## src/design/spo_pkg.sv

```systemverilog
// spo_pkg: shared types, constants and the micro-op schedule of the sine phase oscillator.
// Used by spo_ctrl, spo_datapath and sine_phase_oscillator_core; depends on nothing.

package spo_pkg;

    // Phase width default and register reset
    localparam int          PHASE_BITS_DEFAULT = 32;
    localparam logic [31:0] RATE_FACTOR_RESET  = 32'd24932236;

    // Fixed-point constants (Q29 two pi, full-scale sample, one in Q30)
    localparam logic [32:0] TWO_PI_Q29 = 33'd3373259426;
    localparam logic [30:0] FULL_SCALE = 31'h7FFF_FFFF;
    localparam logic [30:0] Q30_ONE    = 31'h4000_0000;

    // Odd divisors after peeling the power-of-two factor off each constant divisor:
    // 6, 42, 110, 210 are twice 3, 21, 55, 105; 120, 3024, 17160 are 8*15, 16*189, 8*2145.
    localparam int D_Q1  = 3;
    localparam int D_Q5  = 21;
    localparam int D_Q9  = 55;
    localparam int D_Q13 = 105;
    localparam int D_G5  = 15;
    localparam int D_G9  = 189;
    localparam int D_G13 = 2145;

    // Exact reciprocals for 32-bit dividends: q = (n * M) >> K
    localparam int K_Q1  = 32 + $clog2(D_Q1);
    localparam int K_Q5  = 32 + $clog2(D_Q5);
    localparam int K_Q9  = 32 + $clog2(D_Q9);
    localparam int K_Q13 = 32 + $clog2(D_Q13);
    localparam int K_G5  = 32 + $clog2(D_G5);
    localparam int K_G9  = 32 + $clog2(D_G9);
    localparam int K_G13 = 32 + $clog2(D_G13);

    localparam logic [32:0] M_Q1  =
        33'(((64'd1 << K_Q1) + 64'(D_Q1) - 64'd1) / 64'(D_Q1));
    localparam logic [32:0] M_Q5  =
        33'(((64'd1 << K_Q5) + 64'(D_Q5) - 64'd1) / 64'(D_Q5));
    localparam logic [32:0] M_Q9  =
        33'(((64'd1 << K_Q9) + 64'(D_Q9) - 64'd1) / 64'(D_Q9));
    localparam logic [32:0] M_Q13 =
        33'(((64'd1 << K_Q13) + 64'(D_Q13) - 64'd1) / 64'(D_Q13));
    localparam logic [32:0] M_G5  =
        33'(((64'd1 << K_G5) + 64'(D_G5) - 64'd1) / 64'(D_G5));
    localparam logic [32:0] M_G9  =
        33'(((64'd1 << K_G9) + 64'(D_G9) - 64'd1) / 64'(D_G9));
    localparam logic [32:0] M_G13 =
        33'(((64'd1 << K_G13) + 64'(D_G13) - 64'd1) / 64'(D_G13));

    // Sequencer length
    localparam int STEP_COUNT = 22;
    localparam int STEP_W     = $clog2(STEP_COUNT);
    typedef logic [STEP_W-1:0] t_step;
    localparam t_step STEP_LAST = t_step'(STEP_COUNT - 1);

    // Multiplier operations; the same code, registered, steers the write-back in the following cycle
    typedef enum logic [4:0] {
        MOP_NONE,
        MOP_X,
        MOP_STEP,
        MOP_X2,
        MOP_X4,
        MOP_Q13,
        MOP_Q9,
        MOP_Q5,
        MOP_Q1,
        MOP_N5,
        MOP_G5,
        MOP_N9,
        MOP_G9,
        MOP_N13,
        MOP_G13,
        MOP_T1,
        MOP_T5,
        MOP_T9,
        MOP_T13,
        MOP_MAG
    } t_mop;

    // Controller to datapath
    typedef struct packed {
        logic start;
        logic load_out;
        t_mop op;
    } t_dp_cmd;

    // Datapath to controller
    typedef struct packed {
        logic out_hold;
    } t_dp_status;

    // Issue schedule: a result passes the product register and its write-back before it is
    // usable, so independent divisions fill the gaps of the dependent chain
    function automatic t_mop mop_at(input t_step step);
        t_mop op;
        case (step)
            t_step'(0):  op = MOP_X;
            t_step'(1):  op = MOP_STEP;
            t_step'(2):  op = MOP_X2;
            t_step'(4):  op = MOP_X4;
            t_step'(5):  op = MOP_Q13;
            t_step'(6):  op = MOP_N5;
            t_step'(7):  op = MOP_Q9;
            t_step'(8):  op = MOP_G5;
            t_step'(9):  op = MOP_Q5;
            t_step'(10): op = MOP_N9;
            t_step'(11): op = MOP_Q1;
            t_step'(12): op = MOP_G9;
            t_step'(13): op = MOP_T1;
            t_step'(14): op = MOP_N13;
            t_step'(15): op = MOP_T5;
            t_step'(16): op = MOP_G13;
            t_step'(17): op = MOP_T9;
            t_step'(18): op = MOP_T13;
            t_step'(20): op = MOP_MAG;
            default:     op = MOP_NONE;
        endcase
        return op;
    endfunction

endpackage

```

## src/design/sine_phase_oscillator_core.sv

```systemverilog
// sine_phase_oscillator_core: top level of the sine phase oscillator.
// Depends on spo_pkg, spo_ctrl and spo_datapath.

// Each input beat carries a frequency (Hz, 8 fractional bits) and yields one output beat:
// the sine of the current phase times 2147483647, truncated toward zero, after which
// the phase advances by (frequency * rate_factor) >> (48 - PHASE_BITS), wrapping.
// An item is accepted, runs through 22 sequencer steps on a single shared 33x33
// multiplier that evaluates the folded odd polynomial (divisions by constants done
// as reciprocal multiplies), and is then moved into the output register.
// The output register lets the next beat be accepted while a sample waits; a new item
// finishes only once that sample is taken. rate_factor is written through
// i_cfg_wr_en/i_cfg_wr_data and should only change while the block is idle.

module sine_phase_oscillator_core #(
    parameter int PHASE_BITS = spo_pkg::PHASE_BITS_DEFAULT
) (
    input  logic        i_clk,
    input  logic        i_rst_n,
    input  logic        i_valid,
    output logic        o_stall,
    input  logic [23:0] i_frequency,
    output logic        o_valid,
    input  logic        i_stall,
    output logic [31:0] o_sample,
    input  logic        i_cfg_wr_en,
    input  logic [31:0] i_cfg_wr_data
);

    spo_pkg::t_dp_cmd    w_cmd;
    spo_pkg::t_dp_status w_status;

    // Sequencer
    spo_ctrl u_ctrl (
        .i_clk    (i_clk),
        .i_rst_n  (i_rst_n),
        .i_valid  (i_valid),
        .o_stall  (o_stall),
        .i_status (w_status),
        .o_cmd    (w_cmd)
    );

    // Arithmetic and storage
    spo_datapath #(
        .PHASE_BITS (PHASE_BITS)
    ) u_datapath (
        .i_clk         (i_clk),
        .i_rst_n       (i_rst_n),
        .i_cmd         (w_cmd),
        .o_status      (w_status),
        .i_frequency   (i_frequency),
        .i_cfg_wr_en   (i_cfg_wr_en),
        .i_cfg_wr_data (i_cfg_wr_data),
        .o_valid       (o_valid),
        .i_stall       (i_stall),
        .o_sample      (o_sample)
    );

endmodule

```

## src/design/spo_ctrl.sv

```systemverilog
// spo_ctrl: controller of the sine phase oscillator; runs the micro-op sequence per beat.
// Depends on spo_pkg.

module spo_ctrl (
    input  logic                i_clk,
    input  logic                i_rst_n,
    input  logic                i_valid,
    output logic                o_stall,
    input  spo_pkg::t_dp_status i_status,
    output spo_pkg::t_dp_cmd    o_cmd
);

    typedef enum logic [2:0] {
        ST_IDLE = 3'b001,
        ST_RUN  = 3'b010,
        ST_DONE = 3'b100
    } t_state;

    t_state         r_state, n_state;
    spo_pkg::t_step r_step, n_step;

    // Input beat taken only when idle
    assign o_stall = (r_state != ST_IDLE);

    // Commands
    always_comb begin
        o_cmd.start    = (r_state == ST_IDLE) && i_valid;
        o_cmd.load_out = (r_state == ST_DONE) && !i_status.out_hold;
        o_cmd.op       = (r_state == ST_RUN) ? spo_pkg::mop_at(r_step) : spo_pkg::MOP_NONE;
    end

    // Next state
    always_comb begin
        n_state = r_state;
        n_step  = r_step;
        case (r_state)
            ST_IDLE: begin
                n_step = '0;
                if (i_valid) begin
                    n_state = ST_RUN;
                end
            end
            ST_RUN: begin
                if (r_step == spo_pkg::STEP_LAST) begin
                    n_state = ST_DONE;
                    n_step  = '0;
                end else begin
                    n_step = r_step + spo_pkg::t_step'(1);
                end
            end
            ST_DONE: begin
                if (!i_status.out_hold) begin
                    n_state = ST_IDLE;
                end
            end
            default: begin
                n_state = ST_IDLE;
                n_step  = '0;
            end
        endcase
    end

    always_ff @(posedge i_clk) begin
        if (!i_rst_n) begin
            r_state <= ST_IDLE;
            r_step  <= '0;
        end else begin
            r_state <= n_state;
            r_step  <= n_step;
        end
    end

    // Sequencer walks the steps one per cycle
    a_step_advance: assert property (@(posedge i_clk) disable iff (!i_rst_n)
        (r_state == ST_RUN && r_step != spo_pkg::STEP_LAST) |=>
        (r_state == ST_RUN && r_step == $past(r_step) + spo_pkg::t_step'(1)))
        else $error("sequencer step did not advance");

    // Last step always hands over to the output stage
    a_run_end: assert property (@(posedge i_clk) disable iff (!i_rst_n)
        (r_state == ST_RUN && r_step == spo_pkg::STEP_LAST) |=> (r_state == ST_DONE))
        else $error("sequence did not finish after last step");

endmodule

```

## src/design/spo_datapath.sv

```systemverilog
// spo_datapath: phase accumulator, shared 33x33 multiplier, write-back registers,
// rate register and output register of the sine phase oscillator. Depends on spo_pkg.

module spo_datapath #(
    parameter int PHASE_BITS = spo_pkg::PHASE_BITS_DEFAULT
) (
    input  logic                i_clk,
    input  logic                i_rst_n,
    input  spo_pkg::t_dp_cmd    i_cmd,
    output spo_pkg::t_dp_status o_status,
    input  logic [23:0]         i_frequency,
    input  logic                i_cfg_wr_en,
    input  logic [31:0]         i_cfg_wr_data,
    output logic                o_valid,
    input  logic                i_stall,
    output logic [31:0]         o_sample
);

    localparam int STEP_SHIFT = 48 - PHASE_BITS;

    // Quadrant codes from the top two phase bits
    localparam logic [1:0] QUAD_RISE    = 2'd0;
    localparam logic [1:0] QUAD_FALL    = 2'd1;
    localparam logic [1:0] QUAD_NEG_GO  = 2'd2;
    localparam logic [1:0] QUAD_NEG_RET = 2'd3;

    // State and control
    logic [PHASE_BITS-1:0] r_phase;
    logic [31:0]           r_rate;
    logic                  r_out_valid;
    spo_pkg::t_mop         r_wb_op;

    // Payload
    logic [23:0] r_freq;
    logic        r_neg;
    logic [65:0] r_prod;
    logic [30:0] r_x;
    logic [31:0] r_x2;
    logic [32:0] r_x4;
    logic [31:0] r_n;
    logic [30:0] r_g5, r_g9, r_g13;
    logic [30:0] r_u1, r_u5, r_u9, r_u13;
    logic [31:0] r_s;
    logic [30:0] r_mag;
    logic [31:0] r_sample;

    logic [31:0]           w_p32;
    logic [32:0]           w_a_full;
    logic [30:0]           w_a;
    logic [32:0]           w_mul_a, w_mul_b;
    logic [65:0]           w_prod;
    logic [PHASE_BITS-1:0] w_step_inc;
    logic [35:0]           w_mag_full;

    // Top 32 phase bits
    if (PHASE_BITS >= 32) begin : g_wide
        assign w_p32 = r_phase[PHASE_BITS-1 -: 32];
    end else begin : g_narrow
        assign w_p32 = {r_phase, {(32 - PHASE_BITS){1'b0}}};
    end

    // Fold to distance from the nearest zero crossing
    always_comb begin
        case (w_p32[31:30])
            QUAD_RISE:    w_a_full = {1'b0, w_p32};
            QUAD_FALL:    w_a_full = 33'h0_8000_0000 - {1'b0, w_p32};
            QUAD_NEG_GO:  w_a_full = {1'b0, w_p32} - 33'h0_8000_0000;
            QUAD_NEG_RET: w_a_full = 33'h1_0000_0000 - {1'b0, w_p32};
            default:      w_a_full = '0;
        endcase
    end
    assign w_a = w_a_full[30:0];

    // Multiplier operand select
    always_comb begin
        case (i_cmd.op)
            spo_pkg::MOP_X: begin
                w_mul_a = {2'b0, w_a};
                w_mul_b = spo_pkg::TWO_PI_Q29;
            end
            spo_pkg::MOP_STEP: begin
                w_mul_a = {9'b0, r_freq};
                w_mul_b = {1'b0, r_rate};
            end
            spo_pkg::MOP_X2: begin
                w_mul_a = {2'b0, r_x};
                w_mul_b = {2'b0, r_x};
            end
            spo_pkg::MOP_X4: begin
                w_mul_a = {1'b0, r_x2};
                w_mul_b = {1'b0, r_x2};
            end
            spo_pkg::MOP_Q13: begin
                w_mul_a = {2'b0, r_x2[31:1]};
                w_mul_b = spo_pkg::M_Q13;
            end
            spo_pkg::MOP_Q9: begin
                w_mul_a = {2'b0, r_x2[31:1]};
                w_mul_b = spo_pkg::M_Q9;
            end
            spo_pkg::MOP_Q5: begin
                w_mul_a = {2'b0, r_x2[31:1]};
                w_mul_b = spo_pkg::M_Q5;
            end
            spo_pkg::MOP_Q1: begin
                w_mul_a = {2'b0, r_x2[31:1]};
                w_mul_b = spo_pkg::M_Q1;
            end
            spo_pkg::MOP_N5: begin
                w_mul_a = {2'b0, r_x};
                w_mul_b = r_x4;
            end
            spo_pkg::MOP_G5: begin
                w_mul_a = {1'b0, r_n};
                w_mul_b = spo_pkg::M_G5;
            end
            spo_pkg::MOP_N9: begin
                w_mul_a = {2'b0, r_g5};
                w_mul_b = r_x4;
            end
            spo_pkg::MOP_G9: begin
                w_mul_a = {1'b0, r_n};
                w_mul_b = spo_pkg::M_G9;
            end
            spo_pkg::MOP_N13: begin
                w_mul_a = {2'b0, r_g9};
                w_mul_b = r_x4;
            end
            spo_pkg::MOP_G13: begin
                w_mul_a = {1'b0, r_n};
                w_mul_b = spo_pkg::M_G13;
            end
            spo_pkg::MOP_T1: begin
                w_mul_a = {2'b0, r_x};
                w_mul_b = {2'b0, r_u1};
            end
            spo_pkg::MOP_T5: begin
                w_mul_a = {2'b0, r_g5};
                w_mul_b = {2'b0, r_u5};
            end
            spo_pkg::MOP_T9: begin
                w_mul_a = {2'b0, r_g9};
                w_mul_b = {2'b0, r_u9};
            end
            spo_pkg::MOP_T13: begin
                w_mul_a = {2'b0, r_g13};
                w_mul_b = {2'b0, r_u13};
            end
            spo_pkg::MOP_MAG: begin
                w_mul_a = {1'b0, r_s};
                w_mul_b = {2'b0, spo_pkg::FULL_SCALE};
            end
            default: begin
                w_mul_a = '0;
                w_mul_b = '0;
            end
        endcase
    end

    assign w_prod     = w_mul_a * w_mul_b;
    assign w_step_inc = r_prod[STEP_SHIFT +: PHASE_BITS];
    assign w_mag_full = r_prod[65:30];

    // Control and state registers
    always_ff @(posedge i_clk) begin
        if (!i_rst_n) begin
            r_phase     <= '0;
            r_rate      <= spo_pkg::RATE_FACTOR_RESET;
            r_out_valid <= 1'b0;
            r_wb_op     <= spo_pkg::MOP_NONE;
        end else begin
            r_wb_op <= i_cmd.op;
            if (i_cfg_wr_en) begin
                r_rate <= i_cfg_wr_data;
            end
            if (r_wb_op == spo_pkg::MOP_STEP) begin
                r_phase <= r_phase + w_step_inc;
            end
            if (i_cmd.load_out) begin
                r_out_valid <= 1'b1;
            end else if (!i_stall) begin
                r_out_valid <= 1'b0;
            end
        end
    end

    // Product register and write-back of the previous operation
    // (a reciprocal quotient is everything in the product above bit K)
    always_ff @(posedge i_clk) begin
        r_prod <= w_prod;
        if (i_cmd.start) begin
            r_freq <= i_frequency;
            r_neg  <= w_p32[31];
            r_s    <= '0;
        end
        case (r_wb_op)
            spo_pkg::MOP_X:   r_x   <= r_prod[31 +: 31];
            spo_pkg::MOP_X2:  r_x2  <= r_prod[30 +: 32];
            spo_pkg::MOP_X4:  r_x4  <= r_prod[30 +: 33];
            spo_pkg::MOP_Q13: r_u13 <= spo_pkg::Q30_ONE - 31'(r_prod[65:spo_pkg::K_Q13]);
            spo_pkg::MOP_Q9:  r_u9  <= spo_pkg::Q30_ONE - 31'(r_prod[65:spo_pkg::K_Q9]);
            spo_pkg::MOP_Q5:  r_u5  <= spo_pkg::Q30_ONE - 31'(r_prod[65:spo_pkg::K_Q5]);
            spo_pkg::MOP_Q1:  r_u1  <= spo_pkg::Q30_ONE - 31'(r_prod[65:spo_pkg::K_Q1]);
            // >>30 then >>3, >>4, >>3 strip the power-of-two part of each divisor
            spo_pkg::MOP_N5:  r_n   <= r_prod[33 +: 32];
            spo_pkg::MOP_N9:  r_n   <= r_prod[34 +: 32];
            spo_pkg::MOP_N13: r_n   <= r_prod[33 +: 32];
            spo_pkg::MOP_G5:  r_g5  <= 31'(r_prod[65:spo_pkg::K_G5]);
            spo_pkg::MOP_G9:  r_g9  <= 31'(r_prod[65:spo_pkg::K_G9]);
            spo_pkg::MOP_G13: r_g13 <= 31'(r_prod[65:spo_pkg::K_G13]);
            spo_pkg::MOP_T1,
            spo_pkg::MOP_T5,
            spo_pkg::MOP_T9,
            spo_pkg::MOP_T13: r_s   <= r_s + r_prod[30 +: 32];
            spo_pkg::MOP_MAG: begin
                if (w_mag_full > {5'b0, spo_pkg::FULL_SCALE}) begin
                    r_mag <= spo_pkg::FULL_SCALE;
                end else begin
                    r_mag <= w_mag_full[30:0];
                end
            end
            default: ;
        endcase
        if (i_cmd.load_out) begin
            r_sample <= r_neg ? (32'd0 - {1'b0, r_mag}) : {1'b0, r_mag};
        end
    end

    assign o_status.out_hold = r_out_valid && i_stall;
    assign o_valid           = r_out_valid;
    assign o_sample          = r_sample;

    // Phase moves only on the step write-back
    a_phase_hold: assert property (@(posedge i_clk) disable iff (!i_rst_n)
        (r_wb_op != spo_pkg::MOP_STEP) |=> $stable(r_phase))
        else $error("phase changed outside step write-back");

    // Never overwrite a result still waiting at the output
    a_no_overwrite: assert property (@(posedge i_clk) disable iff (!i_rst_n)
        i_cmd.load_out |-> !(r_out_valid && i_stall))
        else $error("output register loaded while held");

    // Saturation keeps the sample symmetric
    a_sat_range: assert property (@(posedge i_clk) disable iff (!i_rst_n)
        r_out_valid |-> (r_sample != 32'h8000_0000))
        else $error("sample outside full-scale range");

endmodule

```

## config.mk

```make
export PLATFORM = sky130hd
export DESIGN_NAME = sine_phase_oscillator_core
export DESIGN_NICKNAME = d
export VERILOG_FILES = /design/src/design/spo_pkg.sv /design/src/design/sine_phase_oscillator_core.sv /design/src/design/spo_ctrl.sv /design/src/design/spo_datapath.sv
export SDC_FILE = /design/constraint.sdc
export NUM_CORES = 2
export LEC_CHECK = 0
export ABC_AREA = 1
export CORE_MARGIN = 8
export CORE_UTILIZATION = 52
export DETAILED_ROUTE_END_ITERATION = 12
export DONT_BUFFER_PORTS = 1
export PLACE_DENSITY = 0.77
export SLEW_MARGIN = 15
export SYNTH_ARGS = -nofsm -noshare
export SYNTH_HDL_FRONTEND = slang
export SYNTH_SLANG_ARGS = --single-unit
```

## constraint.sdc

```tcl
create_clock -name i_clk -period 21.9 [get_ports i_clk]
set_clock_uncertainty 0.1 [all_clocks]
set_input_delay 3.285 -clock i_clk [delete_from_list [all_inputs] [get_ports i_clk]]
set_output_delay 3.285 -clock i_clk [all_outputs]
set_load 0.05 [all_outputs]
```

### Word level (Yosys, flattened, before mapping)

Memories as Yosys holds them, arrays and structs flattened. A register that Yosys moved wholly into a read port is not among the register bits.
Index checks and enable logic that the tools add are counted.

| word-level totals | value |
|---|---|
| flip-flop bits (word level) | 594 |
| logic and storage cells | 122 |
| bits of input ports | 61 |
| output and inout port bits | 34 |
| memory bits (read-only) | 160 |
| memories | 1 |

Memory list:

| name | words | width | rd ports | clocked after memory_dff | wr ports | RTL line | text |
|---|---|---|---|---|---|---|---|
| (name not given) | 32 | 5 | 1 | 1 | 0 | spo_pkg.sv:95 | `case (step)` |

| cells by class | value |
|---|---|
| order comparisons | 1 |
| multipliers | 1 |
| reductions and logical operators | 16 |
| $add $sub $neg | 11 |
| multiplexer cells | 18 |
| equality and inequality tests | 50 |

Operators by type and width:

| kind | number |
|---|---|
| $pmux 33 s17 | 1 |
| $pmux 32 s10 | 1 |
| $pmux 31 s4 | 1 |
| $eq 5x4->1 const B | 16 |
| $mul 32x33->65 | 1 |
| $add 32x32->32 | 2 |
| $mux 32 | 2 |
| $pmux 32 s2 | 1 |
| $sub 1x31->31 const A | 2 |
| $eq 5x5->1 const B | 9 |
| $eq 5x3->1 const B | 8 |
| $gt 36x31->1 const B | 1 |
| $sub 1x31->32 const A | 1 |
| $mux 31 | 1 |
| $sub 31x1->31 const B | 1 |
| $sub 31x27->31 const A | 1 |
| $sub 31x28->31 const A | 1 |
| $sub 31x29->31 const A | 1 |
| $sub 31x31->31 const A | 1 |
| $eq 5x2->1 const B | 4 |
| $mux 5 | 4 |
| $eq 5x1->1 const B | 2 |
| $pmux 5 s2 | 1 |
| $mux 3 | 3 |
| other kinds (19) | 31 |

### Longest topological paths before layout

| logic depth | value |
|---|---|
| depth after elaboration | 6 |
| mapped depth | 44 |
| depth with buffers taken out | 43 |

### Modules after synthesis

A second synthesis with hierarchy kept.

| unflattened totals | value |
|---|---|
| cell total of the unflattened synthesis | 7,445 |
| area total of the unflattened synthesis | 63,802.4 sq um |

Modules (own cells, without submodules):

| module | times used | area each (sq um) | cells an instance | sequential area each (sq um) |
|---|---|---|---|---|
| spo_datapath | 1 | 62,812.7 | 7,300 | 15,915.3 |
| spo_ctrl | 1 | 989.7 | 145 | 260.2 |

### Worst setup path before layout

No wires, ideal clock.

| timing path | value |
|---|---|
| kind | register to register |
| from | register u_ctrl.r_state[1] |
| to | register u_datapath.r_prod[59] |
| period minus slack after synthesis | 8.118 ns |
| data required time | 21.688 ns |
| setup slack | 13.782 ns |
| stages on the path, launching flop included | 38 |
| arrival time | 7.906 ns |
| library setup time | 0.112 ns |
| path buffers | 2 |
| path through | dfxtp_1 inv_2 nor2_4 nand3_2 nor2_4 nand2_2 inv_2 clkbuf_1 a211oi_1 o2111ai_1 nor4_4 clkinv_1 clkbuf_1 nand2_1 fa_1 inv_1 fa_1 fa_1 [... 2 more ...] inv_1 fa_1 fa_1 fa_1 inv_1 fa_1 inv_1 ha_1 a21oi_1 o21a_1 nor2_1 nor2_1 a21boi_0 o21ai_0 a21oi_1 nand2_1 nand2_1 nand2_1 |

| on the way | value |
|---|---|
| word-level cells in the longest chain between the ends | 6 |
| elaborated cells between the ends (all ways) | 30 |
| classes of those cells | 1 x mul; 20 x eq/ne; 3 x mux; 6 x reduce/logical |

Ends and longest elaborated chain:

| what | RTL line | text |
|---|---|---|
| start: declaration | spo_ctrl.sv:19 | `t_state r_state, n_state;` |
| start signal: assignment | spo_ctrl.sv:68 | `r_state <= n_state;` |
| $eq 3x2->1 (*) | spo_ctrl.sv:29 | `o_cmd.op = (r_state == ST_RUN) ? spo_pkg::mop_at(r_step) : spo_pkg::MOP_NONE;` |
| $mux 5 (*) | spo_ctrl.sv:29 |  |
| $eq 5x4->1, or another cell as far along | spo_datapath.sv:76 | `case (i_cmd.op)` |
| $reduce_or 3->1 (no source line), or another cell as far along | -- |  |
| $pmux 33 s17 or $pmux 32 s10 (tied branches) | spo_datapath.sv:76 |  |
| $mul 32x33->65 (*) | spo_datapath.sv:160 | `assign w_prod = w_mul_a * w_mul_b;` |
| named net u_datapath.w_prod[59] | spo_datapath.sv:51 | `logic [65:0] w_prod;` |
| end signal: assignment | spo_datapath.sv:190 | `r_prod <= w_prod;` |
| end: declaration | spo_datapath.sv:36 | `logic [65:0] r_prod;` |

The timed path passes the listed nets; every way through them passes the cells marked *.
A chain may end at the register's enable or synchronous reset.

### Worst setup path after layout

| timing path | value |
|---|---|
| from | register u_ctrl.r_state[1] |
| to | register u_datapath.r_prod[55] |

The elaborated chain is that of the path after synthesis.

==> out/metrics.yaml <==
firstDrtPassIters: 7
synth-edff-count: 447
final_nets: 8704
syn-num-nets: 8740
cts_tree: "yes"
placeableCoreArea_mm2: 0.122
outcome: "finished clean"
vias_per_cell: 5.95
cp_num_buf_inv: 9
crit_start: "u_ctrl.r_state[1]"
powerDensity_mw_per_mm2: 36.8
start_util_pct: 52.4
p_leak_nw: 34.6
critPathCapture: "u_datapath.r_prod[55]"
cts_root_buf: "clkbuf_16"
worst_setup_path_start_kind: "flop"
slowest_stage: "nand2_2"
io_pins: 95
fin_crit_sh_pct: 52.8
hold_path.class: "flop to flop"
synth_adder_area_share_pct: 35.7
yosysSeqAreaShare_pct: 25.2
routed_wl_mm: 253
arrival_ps: 12060
cts_sinks: 579
grt_pass1_wl_mm: 368
max-slew-margin-rel_pct: 4.99
synthMuxAreaShare_pct: 0
drc: 0
path_delay_family: "adder cells"
cts_hold_buf: 0
p_sw_share_pct: 25.1
synth_xor_area_share_pct: 2.60
layout-drive-gt1-share_pct: 5.37
syn-cell-area_mm2: 0.0638
path_max_fanout: 20
finalSetupViolCount: 0
min_period_ps: 11560
wl_per_cell_um: 27.9
final_cell_mix: "inv_1, nand2_1, fa_1"
required_ps: 22400
die_w_um: 366
overflow: 0
r2r-start: "u_ctrl.r_state[1]"
cp_num_cells: 34
gp_congestion: 1.07
pwr-share-clk_pct: 47.9
power_switching_uw: 631
cpPeakStageDelay_ps: 740
numCtsBuffers: 66
synth_compound_area_share_pct: 7.73
vias: 53975
fillers: 11003
die_h_um: 366
clock.fmax_mhz: 86.5
drtIter0Drc: 8186
cts_buffer_depth: 3
internal_power_mw: 1.88
grt_usage_pct: 37.2
synthArstFlopShare_pct: 0
yosys_register_bits: 579
clk_latency_ps: 670
antenna_found_initial: 19
synth_top_family_by_area: "adder cells"
grt_pass1_vias: 54937
power_frac_comb_pct: 4.2
setup_tns_ps: 0
yosysWarnings: 0
port_buffers: 0
drv_slew: 0
finalPower_mw: 2.51
pwr-share-seq_pct: 48.0
crit_top_cell: "fa_1"
grt_max_degree: 65
tightest_slew_ps: 1430
path_class: "flop to flop"
r2r-end: "u_datapath.r_prod[55]"
fp-row-count: 128
rsz0062_at_grt: "false"
hp-start: "u_datapath.r_rate[12]"
clk_pin_slew_ps: 60
endpoint_kind: "flop"
netlist_instances: 7416
post_cts_resized: 0
cts_setup_buffers: 0
drv_cap: 0
synth.avg_cell_area_um2: 8.60
synthSimpleGateAreaFrac_pct: 16.6
synth_ff_type: "edfxtp_1"
r2r_cells: 34
syn_to_final_growth_pct: 7.12
final_util_pct: 56.1
synth.distinct_cells: 74
rrSetupSlack_ps: 10340
htreeDepth: 3
final_common_cell: "inv_1"
dp_hpwl_mm: 194
finalHoldViolations: 0
ir_drop_v: 0.0000573
drt.antenna.violating_nets: 0
fp.dieArea_mm2: 0.134
==> state kept, by name (all words and copies together), names as in the netlist, 32 cells and up, named ones only <==
| register | flops |
|---|---|
| u_datapath.r_s | 32 |
| u_datapath.r_phase | 32 |
| u_datapath.o_sample | 32 |
| u_datapath.r_n | 32 |
| u_datapath.r_x2 | 32 |
| u_datapath.r_prod | 49 |
| u_datapath.r_x4 | 33 |
| u_datapath.r_rate | 32 |
==> Yosys cell counts, types with 45 or more instances <==
cell      count  area [µm²]
nor3_1       63         315
dfxtp_1     132        2640
nand3_1     121         606
clkbuf_1    127         477
buf_2       102         510
nand4_1      45         282
inv_1      1730        6490
nand2_1    1507        5660
fa_1        927       18600
o21ai_0     253        1270
ha_1        336        4200
edfxtp_1    447       13400
xor2_1      154        1350
a221oi_1     50         438
a21oi_1     298        1490
nor2_1      702        2640
==> routing by layer <==
metal / track usage [%] / part of all wire (%) / vias up
met5: 0 / 0.0043 / -
met1: 50.2 / 38 / 26477
met4: 17.4 / 6.0 / 2
li1: - / - / 22601
met3: 14.7 / 16 / 801
met2: 52.3 / 40 / 4094
==> area by class of cell <==
| cell class | instances | area, µm² | area share (%) |
|---|---|---|---|
| Multi-Input combinational cell | 4815 | 40100 | 58.7 |
| Sequential cell | 579 | 16100 | 23.5 |
| Inverter | 1774 | 6660 | 9.75 |
| Tap cell | 1625 | 2030 | 2.98 |
| Clock buffer | 71 | 1680 | 2.46 |
| Timing Repair Buffer | 144 | 1080 | 1.58 |
| Clock inverter | 51 | 649 | 0.950 |
| Antenna cell | 17 | 42.5 | 0.0623 |
==> power by group through the flow <==
stage / Combinational, mW / Sequential, mW / Clock, mW
after floorplan: 0.0605 / 1.22 / 0
after global placement: 0.0983 / 1.23 / 0
after detailed placement: 0.0999 / 1.23 / 0
after CTS: 0.100 / 1.20 / 1.21
after global routing: 0.109 / 1.21 / 1.24
final: 0.104 / 1.21 / 1.20
==> how the worst min path moves through the flow <==
stage                                  end  depth (start not counted)
finish               u_datapath.r_rate[12]                          2
global route         u_datapath.r_rate[28]                          2
CTS                  u_datapath.r_rate[12]                          2
detailed placement   u_datapath.r_rate[12]                          2
global placement     u_datapath.r_rate[26]                          2
floorplan           u_datapath.r_phase[31]                          1
==> metrics by stage <==
stage               hold WS, ps  setup slack (ps)  std cells  cell area (µm²)
finish                      354             10340       9076            68300
detailed placement          345             10320       8937            66000
floorplan                   318             13780       7416            63800
global placement            340             10540       8937            66000
global route                376             10070       9059            68300
CTS                         354             10300       9059            68300
==> cells by family after synthesis <==
family                     Yosys count
buffers and inverters             2022
DFF                                579
AOI/OAI and AO/OA                  819
xor gates and xnor gates           189
and+or+nand+nor                   2544
adders and majority gates         1263
==> worst min-delay path, cell delays in order, from the launching register on <==
cell and delay (ps):
dfxtp_1 300, inv_1 60, a21oi_1 50
Note: power is estimated with default switching activity, not from simulation.
